### config.mk
export PLATFORM = sky130hd
export DESIGN_NAME = keyed_fault_counter_table_flat
export DESIGN_NICKNAME = d
export VERILOG_FILES = /design/src/hw/rtl/kfct_pkg.sv /design/src/hw/rtl/kfct_if.sv /design/src/hw/rtl/kfct_key_scan.sv /design/src/hw/rtl/kfct_rec_mem.sv /design/src/hw/rtl/keyed_fault_counter_table.sv /design/src/flat_wrapper.sv
export SDC_FILE = /design/constraint.sdc
export NUM_CORES = 2
export LEC_CHECK = 0
export BUFFER_PORTS_ARGS = -buffer_cell sky130_fd_sc_hd__buf_2
export CAP_MARGIN = 20
export CORE_MARGIN = 2
export CORE_UTILIZATION = 44
export CTS_CLUSTER_DIAMETER = 150
export DETAILED_ROUTE_END_ITERATION = 10
export PLACE_DENSITY = 0.68
export SYNTH_ARGS = -nofsm -noshare
export SYNTH_HDL_FRONTEND = slang
export SYNTH_SLANG_ARGS = --single-unit
### constraint.sdc
create_clock -name clk -period 15.13 [get_ports clk]
set_clock_uncertainty 0.2 [all_clocks]
set_input_delay 4.539 -clock clk [delete_from_list [all_inputs] [get_ports clk]]
set_output_delay 4.539 -clock clk [all_outputs]
set_load 0.02 [all_outputs]
### src/hw/rtl/kfct_pkg.sv
// shared types and codes for the keyed fault counter table
package kfct_pkg;

  // operation codes
  localparam logic [1:0] OP_SET_THR = 2'd0;
  localparam logic [1:0] OP_RECORD  = 2'd1;
  localparam logic [1:0] OP_RESET   = 2'd2;
  localparam logic [1:0] OP_QUERY   = 2'd3;

  // status codes
  localparam logic [1:0] ST_FOUND   = 2'd0;
  localparam logic [1:0] ST_CREATED = 2'd1;
  localparam logic [1:0] ST_ABSENT  = 2'd2;
  localparam logic [1:0] ST_FULL    = 2'd3;

  // field widths
  localparam int KEY_W = 64;
  localparam int CNT_W = 16;
  localparam logic [CNT_W-1:0] CNT_MAX = '1;

  // one counter record
  typedef struct packed {
    logic [CNT_W-1:0] count;
    logic [CNT_W-1:0] thr;
  } rec_t;

  // key scan status towards the controller
  typedef struct packed {
    logic done;
    logic hit;
  } scan_res_t;

endpackage

### src/hw/rtl/kfct_if.sv
// request and result channel interfaces

interface kfct_in_if;
  logic                           valid;
  logic                           ready;
  logic [1:0]                     operation;
  logic [kfct_pkg::KEY_W-1:0]     fault_key;
  logic [kfct_pkg::CNT_W-1:0]     threshold_value;

  modport source (output valid, output operation, output fault_key,
                  output threshold_value, input ready);
  modport sink   (input valid, input operation, input fault_key,
                  input threshold_value, output ready);
endinterface

interface kfct_out_if;
  logic                           valid;
  logic                           ready;
  logic [1:0]                     status;
  logic [kfct_pkg::CNT_W-1:0]     occurrence_count;
  logic                           fault_alarm;

  modport source (output valid, output status, output occurrence_count,
                  output fault_alarm, input ready);
  modport sink   (input valid, input status, input occurrence_count,
                  input fault_alarm, output ready);
endinterface

### src/hw/rtl/kfct_key_scan.sv
// key memory with a pipelined sequential lookup and an allocation write port
module kfct_key_scan #(
  parameter int ENTRIES   = 16,
  parameter int KEY_CHARS = 8
) (
  input  logic                                clk,
  input  logic                                rst_n,
  input  logic                                start,
  input  logic [8*KEY_CHARS-1:0]              start_key,
  input  logic [$clog2(ENTRIES+1)-1:0]        used,
  input  logic                                wr_en,
  input  logic [(ENTRIES>1 ? $clog2(ENTRIES) : 1)-1:0] wr_idx,
  output kfct_pkg::scan_res_t                 res,
  output logic [(ENTRIES>1 ? $clog2(ENTRIES) : 1)-1:0] hit_idx
);

  localparam int IDX_W  = (ENTRIES > 1) ? $clog2(ENTRIES) : 1;
  localparam int USED_W = $clog2(ENTRIES + 1);
  localparam int SKEY_W = 8 * KEY_CHARS;

  logic [SKEY_W-1:0] mem [ENTRIES];
  logic [SKEY_W-1:0] rd_data_r;
  logic [SKEY_W-1:0] key_r;
  logic              busy_r, busy_nxt;
  logic              cmp_v_r, cmp_v_nxt;
  logic [IDX_W-1:0]  cmp_idx_r, cmp_idx_nxt;
  logic [USED_W-1:0] issue_r, issue_nxt;
  logic              rd_en;
  logic              hit;
  logic              done;

  // compare the entry read in the previous cycle
  assign hit  = busy_r && cmp_v_r && (rd_data_r == key_r);
  assign done = busy_r && (hit || (!cmp_v_r && (issue_r >= used)));
  assign rd_en = busy_r && !hit && (issue_r < used);

  assign res.done = done;
  assign res.hit  = hit;
  assign hit_idx  = cmp_idx_r;

  // scan sequencing
  always_comb begin
    busy_nxt    = busy_r;
    cmp_v_nxt   = 1'b0;
    cmp_idx_nxt = cmp_idx_r;
    issue_nxt   = issue_r;
    if (start) begin
      busy_nxt  = 1'b1;
      issue_nxt = '0;
    end else if (busy_r) begin
      if (done) begin
        busy_nxt = 1'b0;
      end else if (rd_en) begin
        cmp_v_nxt   = 1'b1;
        cmp_idx_nxt = issue_r[IDX_W-1:0];
        issue_nxt   = issue_r + USED_W'(1);
      end
    end
  end

  always_ff @(posedge clk) begin
    if (!rst_n) begin
      busy_r  <= 1'b0;
      cmp_v_r <= 1'b0;
    end else begin
      busy_r  <= busy_nxt;
      cmp_v_r <= cmp_v_nxt;
    end
  end

  always_ff @(posedge clk) begin
    cmp_idx_r <= cmp_idx_nxt;
    issue_r   <= issue_nxt;
    if (start) begin
      key_r <= start_key;
    end
  end

  // key memory, one read and one write port
  always_ff @(posedge clk) begin
    if (wr_en) begin
      mem[wr_idx] <= key_r;
    end
    if (rd_en) begin
      rd_data_r <= mem[issue_r[IDX_W-1:0]];
    end
  end

endmodule

### src/hw/rtl/kfct_rec_mem.sv
// count and threshold memory with registered read
module kfct_rec_mem #(
  parameter int ENTRIES = 16
) (
  input  logic                                clk,
  input  logic                                rd_en,
  input  logic [(ENTRIES>1 ? $clog2(ENTRIES) : 1)-1:0] rd_idx,
  output kfct_pkg::rec_t                      rd_rec,
  input  logic                                wr_en,
  input  logic [(ENTRIES>1 ? $clog2(ENTRIES) : 1)-1:0] wr_idx,
  input  kfct_pkg::rec_t                      wr_rec
);

  kfct_pkg::rec_t mem [ENTRIES];
  kfct_pkg::rec_t rd_rec_r;

  assign rd_rec = rd_rec_r;

  // single write port, single registered read port
  always_ff @(posedge clk) begin
    if (wr_en) begin
      mem[wr_idx] <= wr_rec;
    end
    if (rd_en) begin
      rd_rec_r <= mem[rd_idx];
    end
  end

endmodule

### src/hw/rtl/keyed_fault_counter_table.sv
// top level: keyed fault counter table with sequential key scan
// a request passes through the key scan, the record update for a found or new entry, and the
// result load; the result load waits while the result slot is full
// a new request is taken only in idle, after the result of the last one has been loaded
// reset: synchronous active low; clears the entry count, controller state and result valid
// the key and record memories are not cleared; only entries below the count are read
module keyed_fault_counter_table #(
  parameter int ENTRIES   = 16,
  parameter int KEY_CHARS = 8
) (
  input  logic             clk,
  input  logic             rst_n,
  kfct_in_if.sink          in_if,
  kfct_out_if.source       out_if
);

  localparam int IDX_W  = (ENTRIES > 1) ? $clog2(ENTRIES) : 1;
  localparam int USED_W = $clog2(ENTRIES + 1);
  localparam int SKEY_W = 8 * KEY_CHARS;

  localparam logic [1:0] S_IDLE = 2'd0;
  localparam logic [1:0] S_SCAN = 2'd1;
  localparam logic [1:0] S_UPD  = 2'd2;
  localparam logic [1:0] S_RESP = 2'd3;

  logic [1:0]                 state_r, state_nxt;
  logic [USED_W-1:0]          used_r, used_nxt;
  logic [1:0]                 op_r;
  logic [kfct_pkg::CNT_W-1:0] thr_r;
  logic [IDX_W-1:0]           idx_r, idx_nxt;
  logic                       new_r, new_nxt;
  logic [1:0]                 res_status_r, res_status_nxt;
  logic [kfct_pkg::CNT_W-1:0] res_count_r, res_count_nxt;
  logic                       res_alarm_r, res_alarm_nxt;
  logic                       out_valid_r;
  logic [1:0]                 out_status_r;
  logic [kfct_pkg::CNT_W-1:0] out_count_r;
  logic                       out_alarm_r;

  logic                       accept;
  logic                       out_load;
  logic [SKEY_W-1:0]          canon_key;
  logic                       alive;
  kfct_pkg::scan_res_t        scan_res;
  logic [IDX_W-1:0]           scan_idx;
  logic                       key_wr;
  logic                       rec_rd;
  logic                       rec_wr;
  kfct_pkg::rec_t             rec_cur;
  kfct_pkg::rec_t             rec_rd_data;
  kfct_pkg::rec_t             rec_new;

  assign accept   = in_if.valid && in_if.ready;
  assign in_if.ready = (state_r == S_IDLE);
  assign out_load = (state_r == S_RESP) && (!out_valid_r || out_if.ready);

  // cut the key at the first zero character
  always_comb begin
    alive     = 1'b1;
    canon_key = '0;
    for (int i = 0; i < KEY_CHARS; i++) begin
      if (in_if.fault_key[8*i +: 8] == 8'd0) begin
        alive = 1'b0;
      end
      if (alive) begin
        canon_key[8*i +: 8] = in_if.fault_key[8*i +: 8];
      end
    end
  end

  kfct_key_scan #(
    .ENTRIES   (ENTRIES),
    .KEY_CHARS (KEY_CHARS)
  ) u_key_scan (
    .clk       (clk),
    .rst_n     (rst_n),
    .start     (accept),
    .start_key (canon_key),
    .used      (used_r),
    .wr_en     (key_wr),
    .wr_idx    (idx_nxt),
    .res       (scan_res),
    .hit_idx   (scan_idx)
  );

  kfct_rec_mem #(
    .ENTRIES (ENTRIES)
  ) u_rec_mem (
    .clk    (clk),
    .rd_en  (rec_rd),
    .rd_idx (scan_idx),
    .rd_rec (rec_rd_data),
    .wr_en  (rec_wr),
    .wr_idx (idx_r),
    .wr_rec (rec_new)
  );

  // record update for a found or new entry
  always_comb begin
    rec_cur = new_r ? '0 : rec_rd_data;
    rec_new = rec_cur;
    res_alarm_nxt = 1'b0;
    case (op_r)
      kfct_pkg::OP_SET_THR: rec_new.thr = thr_r;
      kfct_pkg::OP_RECORD: begin
        if (rec_cur.count != kfct_pkg::CNT_MAX) begin
          rec_new.count = rec_cur.count + kfct_pkg::CNT_W'(1);
        end
        res_alarm_nxt = (rec_cur.thr != '0) && (rec_new.count >= rec_cur.thr);
      end
      kfct_pkg::OP_RESET: rec_new.count = '0;
      default: rec_new = rec_cur;
    endcase
  end

  assign rec_wr = (state_r == S_UPD) && (op_r != kfct_pkg::OP_QUERY);

  // controller
  always_comb begin
    state_nxt      = state_r;
    used_nxt       = used_r;
    idx_nxt        = idx_r;
    new_nxt        = new_r;
    res_status_nxt = res_status_r;
    res_count_nxt  = res_count_r;
    key_wr         = 1'b0;
    rec_rd         = 1'b0;
    unique case (state_r)
      S_IDLE: begin
        if (accept) begin
          state_nxt = S_SCAN;
        end
      end
      S_SCAN: begin
        if (scan_res.done) begin
          if (scan_res.hit) begin
            rec_rd         = 1'b1;
            idx_nxt        = scan_idx;
            new_nxt        = 1'b0;
            res_status_nxt = kfct_pkg::ST_FOUND;
            state_nxt      = S_UPD;
          end else if (op_r == kfct_pkg::OP_RESET || op_r == kfct_pkg::OP_QUERY) begin
            res_status_nxt = kfct_pkg::ST_ABSENT;
            res_count_nxt  = '0;
            state_nxt      = S_RESP;
          end else if (used_r < USED_W'(ENTRIES)) begin
            key_wr         = 1'b1;
            idx_nxt        = used_r[IDX_W-1:0];
            used_nxt       = used_r + USED_W'(1);
            new_nxt        = 1'b1;
            res_status_nxt = kfct_pkg::ST_CREATED;
            state_nxt      = S_UPD;
          end else begin
            res_status_nxt = kfct_pkg::ST_FULL;
            res_count_nxt  = '0;
            state_nxt      = S_RESP;
          end
        end
      end
      S_UPD: begin
        res_count_nxt = rec_new.count;
        state_nxt     = S_RESP;
      end
      S_RESP: begin
        if (out_load) begin
          state_nxt = S_IDLE;
        end
      end
      default: state_nxt = S_IDLE;
    endcase
  end

  always_ff @(posedge clk) begin
    if (!rst_n) begin
      state_r     <= S_IDLE;
      used_r      <= '0;
      out_valid_r <= 1'b0;
    end else begin
      state_r <= state_nxt;
      used_r  <= used_nxt;
      if (out_load) begin
        out_valid_r <= 1'b1;
      end else if (out_if.ready) begin
        out_valid_r <= 1'b0;
      end
    end
  end

  // request and result payload
  always_ff @(posedge clk) begin
    if (accept) begin
      op_r  <= in_if.operation;
      thr_r <= in_if.threshold_value;
    end
    idx_r        <= idx_nxt;
    new_r        <= new_nxt;
    res_status_r <= res_status_nxt;
    res_count_r  <= res_count_nxt;
    if (state_r == S_UPD) begin
      res_alarm_r <= res_alarm_nxt;
    end else if (state_r == S_SCAN) begin
      res_alarm_r <= 1'b0;
    end
    if (out_load) begin
      out_status_r <= res_status_r;
      out_count_r  <= res_count_r;
      out_alarm_r  <= res_alarm_r;
    end
  end

  assign out_if.valid            = out_valid_r;
  assign out_if.status           = out_status_r;
  assign out_if.occurrence_count = out_count_r;
  assign out_if.fault_alarm      = out_alarm_r;

endmodule

### src/flat_wrapper.sv
// flat-port wrapper written by rule: the top's interface ports become plain ports
module keyed_fault_counter_table_flat 
#(
  parameter int ENTRIES   = 16,
  parameter int KEY_CHARS = 8
)
  (clk, rst_n, in_if_valid, in_if_operation, in_if_fault_key, in_if_threshold_value, in_if_ready, out_if_valid, out_if_status, out_if_occurrence_count, out_if_fault_alarm, out_if_ready);
  kfct_in_if in_if_i ();
  kfct_out_if out_if_i ();
  input  logic clk;
  input  logic rst_n;
  input wire logic [$bits(in_if_i.valid)-1:0] in_if_valid;
  input wire logic [$bits(in_if_i.operation)-1:0] in_if_operation;
  input wire logic [$bits(in_if_i.fault_key)-1:0] in_if_fault_key;
  input wire logic [$bits(in_if_i.threshold_value)-1:0] in_if_threshold_value;
  output wire logic [$bits(in_if_i.ready)-1:0] in_if_ready;
  output wire logic [$bits(out_if_i.valid)-1:0] out_if_valid;
  output wire logic [$bits(out_if_i.status)-1:0] out_if_status;
  output wire logic [$bits(out_if_i.occurrence_count)-1:0] out_if_occurrence_count;
  output wire logic [$bits(out_if_i.fault_alarm)-1:0] out_if_fault_alarm;
  input wire logic [$bits(out_if_i.ready)-1:0] out_if_ready;
  assign in_if_i.valid = in_if_valid;
  assign in_if_i.operation = in_if_operation;
  assign in_if_i.fault_key = in_if_fault_key;
  assign in_if_i.threshold_value = in_if_threshold_value;
  assign in_if_ready = in_if_i.ready;
  assign out_if_valid = out_if_i.valid;
  assign out_if_status = out_if_i.status;
  assign out_if_occurrence_count = out_if_i.occurrence_count;
  assign out_if_fault_alarm = out_if_i.fault_alarm;
  assign out_if_i.ready = out_if_ready;
  keyed_fault_counter_table #(.ENTRIES(ENTRIES), .KEY_CHARS(KEY_CHARS)) u_core (.clk(clk), .rst_n(rst_n), .in_if(in_if_i), .out_if(out_if_i));
endmodule
==> results by group <==
Clock network
  • Post-cts resize count: 0
  • Total CTS buffers: 177
  • Root buffer cell: clkbuf_16
  • Worst-Skew Late Latency: 830 ps
  • CTS clock-pin slew for the worst setup and hold paths: 60 ps
  • TritonCTS clock tree: built
  • Clk buf depth: 3
  • H-tree depth: 4
  • Post-CTS Hold Fix Bufs: 0
  • Clk sinks: 1776
  • Setup bufs post-CTS: 0

Setup path
  • CP Cell Sequence: buf_2 > or4_1 > nor2_4 > a21oi_2 > and3_1 > a21boi_4 > a21boi_4 > a21boi_2 > and2_1
  • Slowest CP cell: and3_1
  • Top delay family on crit path: compound AO/OA/AOI/OAI gates
  • CP peak stage delay: 630 ps
  • Register-to-register setup slack: 8990 ps
  • Startpoint Class: input port
  • Arr. time, crit path: 7640 ps
  • Cell mode on critical path: a21boi_4
  • R2r endpoint: u_core.u_key_scan.mem[14][29]
  • Critical path type: in2reg
  • Worst R2R Start: u_core.u_key_scan.key_r[28]
  • Worst r2r path cells: 11
  • CP Launch Point: in_if_fault_key[0]
  • Worst Path Buf+Inv: 1
  • Critical Path RT: 15610 ps
  • CP max FO: 17
  • Worst Setup End Kind: flop

Final layout
  • Commonest non-fill, non-tap cells in the layout: 1757 x edfxtp_1, 480 x mux4_2, 177 x clkbuf_16
  • Final Cell Area: 0.0776 sq mm
  • Layout area overhead: 13.3%
  • Layout cells sized above 1: 28.9%
  • Nets@finish: 3355
  • Final Util: 50.3%
  • Commonest non-fill, non-tap cell in the layout: edfxtp_1
  • FILL cells: 12000
  • Area taken by multi-input logic gates: 0.0148 sq mm
  • Sequential Area: 0.0532 sq mm

Global routing
  • Vias in the first global route: 31900
  • GRT overflow: 0
  • Largest net degree at the start of global routing: 131
  • Global-route wire length before repair: 223 mm
  • GRT Total Usage: 19.4%
  • Antenna violations before repair: 5

Drt
  • DRT iter0 DRCs: 3447
  • DR vias: 31500
  • Drt via density: 5.82
  • WL final: 154 mm
  • Drt first pass iters: 5
  • DR WL/cell: 28.4 um
  • Post-route ant nets: 0
  • Number of remaining DRC errors: 0

Min path
  • Hold crit path type: reg2reg
  • Hold Startpoint: u_core.res_count_r[2]
  • Hold Path End: u_core.out_if.occurrence_count[2]
  • Hold Path Stages: 0

Logic synthesis
  • Cell accounting for the most synthesized area: edfxtp_1
  • Mapped Area: 0.0684 sq mm
  • Synth Register Bits: 1776
  • Seq/Total Area, Yosys: 77.7%
  • Post-synthesis cell type count: 68
  • Syn nets: 3118
  • Primary FF master, synth: edfxtp_1
  • Yosys top cell area share: 77.1%
  • Syn avg cell area: 22.8 sq um
  • Number of flops mapped to enable cells by yosys: 1757
  • Synth top area cells: edfxtp_1 77%, mux4_2 16%, xor2_1 0.81%
  • Asr flop ratio synth: 0%
  • Syn. warnings: 0
  • Post-synthesis cell count: 3000

Placement
  • Port bufs: 106
  • Placer congestion estimate: 0.809
  • Final HPWL DP: 79.8 mm
  • Placed Area: 0.0719 sq mm

STA
  • Final Hold Viols: 0
  • Count of final setup violators: 0
  • Setup TNS: 0 ps
  • RSZ-0062 raised after global routing: false
  • Final min period: 7160 ps
  • Max-slew violation count: 0
  • Max-slew headroom: 28.0%
  • Post-route clock period utilization: 47.3%
  • Highest clock rate: 140 MHz
  • Worst Tran Pin Value: 1080 ps

Power and ir drop
  • Pwr/cell area: 139 mW/mm^2
  • Largest vdd supply drop: 0.124 mV
  • Power, Total: 10.8 mW
  • Leak: 23.9 nW

Floorplanning
  • Chip width: 398 um
  • # rows: 144
  • Vert. Die Dim: 398 um
  • I/O pin count: 107
  • Initial Util: 44.4%
  • Die area: 0.159 sq mm
  • Core area: 0.154 sq mm

Status
  • Status: finished clean

Run
  • Max-cap violations: 0
per-stage QoR:
stage / cells / setup slack [ps] / hold slack (ps)
4_1_cts: 5412 / 7760 / 218
5_1_grt: 5415 / 7630 / 226
6_report: 5417 / 7970 / 216
2_1_floorplan: 3000 / 6930 / 200
3_5_place_dp: 5101 / 6890 / 205
3_3_place_gp: 5101 / 6970 / 200
cell type report:
class	count	share of cell area, %
Clock inverter	103	1.43
Timing Repair Buffer	194	1.58
Tap cell	2044	3.30
Multi-Input combinational cell	1059	19.1
Antenna cell	4	0.0129
Inverter	29	0.150
Sequential cell	1776	68.5
Clock buffer	208	5.86
report_power, final:
part	switching [mW]	internal, mW	total, mW
Sequential	0.223	5.78	6.00
Clock	1.87	2.37	4.24
Combinational	0.395	0.127	0.523
Yosys cell counts, types with 17 or more instances:
| cell type | count |
|---|---|
| dfxtp_1 | 19 |
| nor2_1 | 66 |
| edfxtp_1 | 1757 |
| nor2b_1 | 29 |
| mux4_2 | 480 |
| clkbuf_1 | 85 |
| nor3_1 | 40 |
| inv_1 | 27 |
| and2_1 | 64 |
| buf_1 | 33 |
| o21ai_0 | 26 |
| nor4_1 | 35 |
| nand3_1 | 17 |
| xor2_1 | 63 |
| ha_1 | 32 |
| a21oi_1 | 19 |
| nand2_1 | 67 |
| buf_2 | 17 |
metal layers:
layer  part of all wire, %  vias to the layer above  GRT usage, %
met5                     0                        -             0
met4                   1.8                        0          4.96
met3                   6.1                      191          2.96
met2                    51                     1193          32.7
met1                    41                    17000          26.7
li1                      -                    13100             -
registers in the layout, indices dropped and copies added (netlist names), 16 cells and up:
name                            cells
u_core.out_if.occurrence_count     16
u_core.u_rec_mem.mem              512
u_core.u_key_scan.rd_data_r        64
u_core.u_key_scan.key_r            64
u_core.res_count_r                 16
u_core.u_key_scan.mem            1024
u_core.thr_r                       16
u_core.u_rec_mem.rd_rec            32
cell families after synthesis:
logic type	share of synthesized area (%)
xor gates and xnor gates	0.986
buffers and inverters	0.958
muxes	15.9
adders and majority gates	0.585
and+or+nand+nor	2.88
DFF	77.7
AOI/OAI and AO/OA	1.04
how the worst max path moves through the flow:
stage	depth (start not counted)	slack, ps	endpoint
5_1_grt	9	7630	u_core.u_key_scan.key_r[61]
3_3_place_gp	9	6970	u_core.u_key_scan.key_r[62]
2_1_floorplan	4	6930	u_core.u_key_scan.cmp_v_r
4_1_cts	9	7760	u_core.u_key_scan.key_r[61]
3_5_place_dp	9	6890	u_core.u_key_scan.key_r[61]
6_report	9	7970	u_core.u_key_scan.key_r[61]
(Power assumes the default switching activity.)
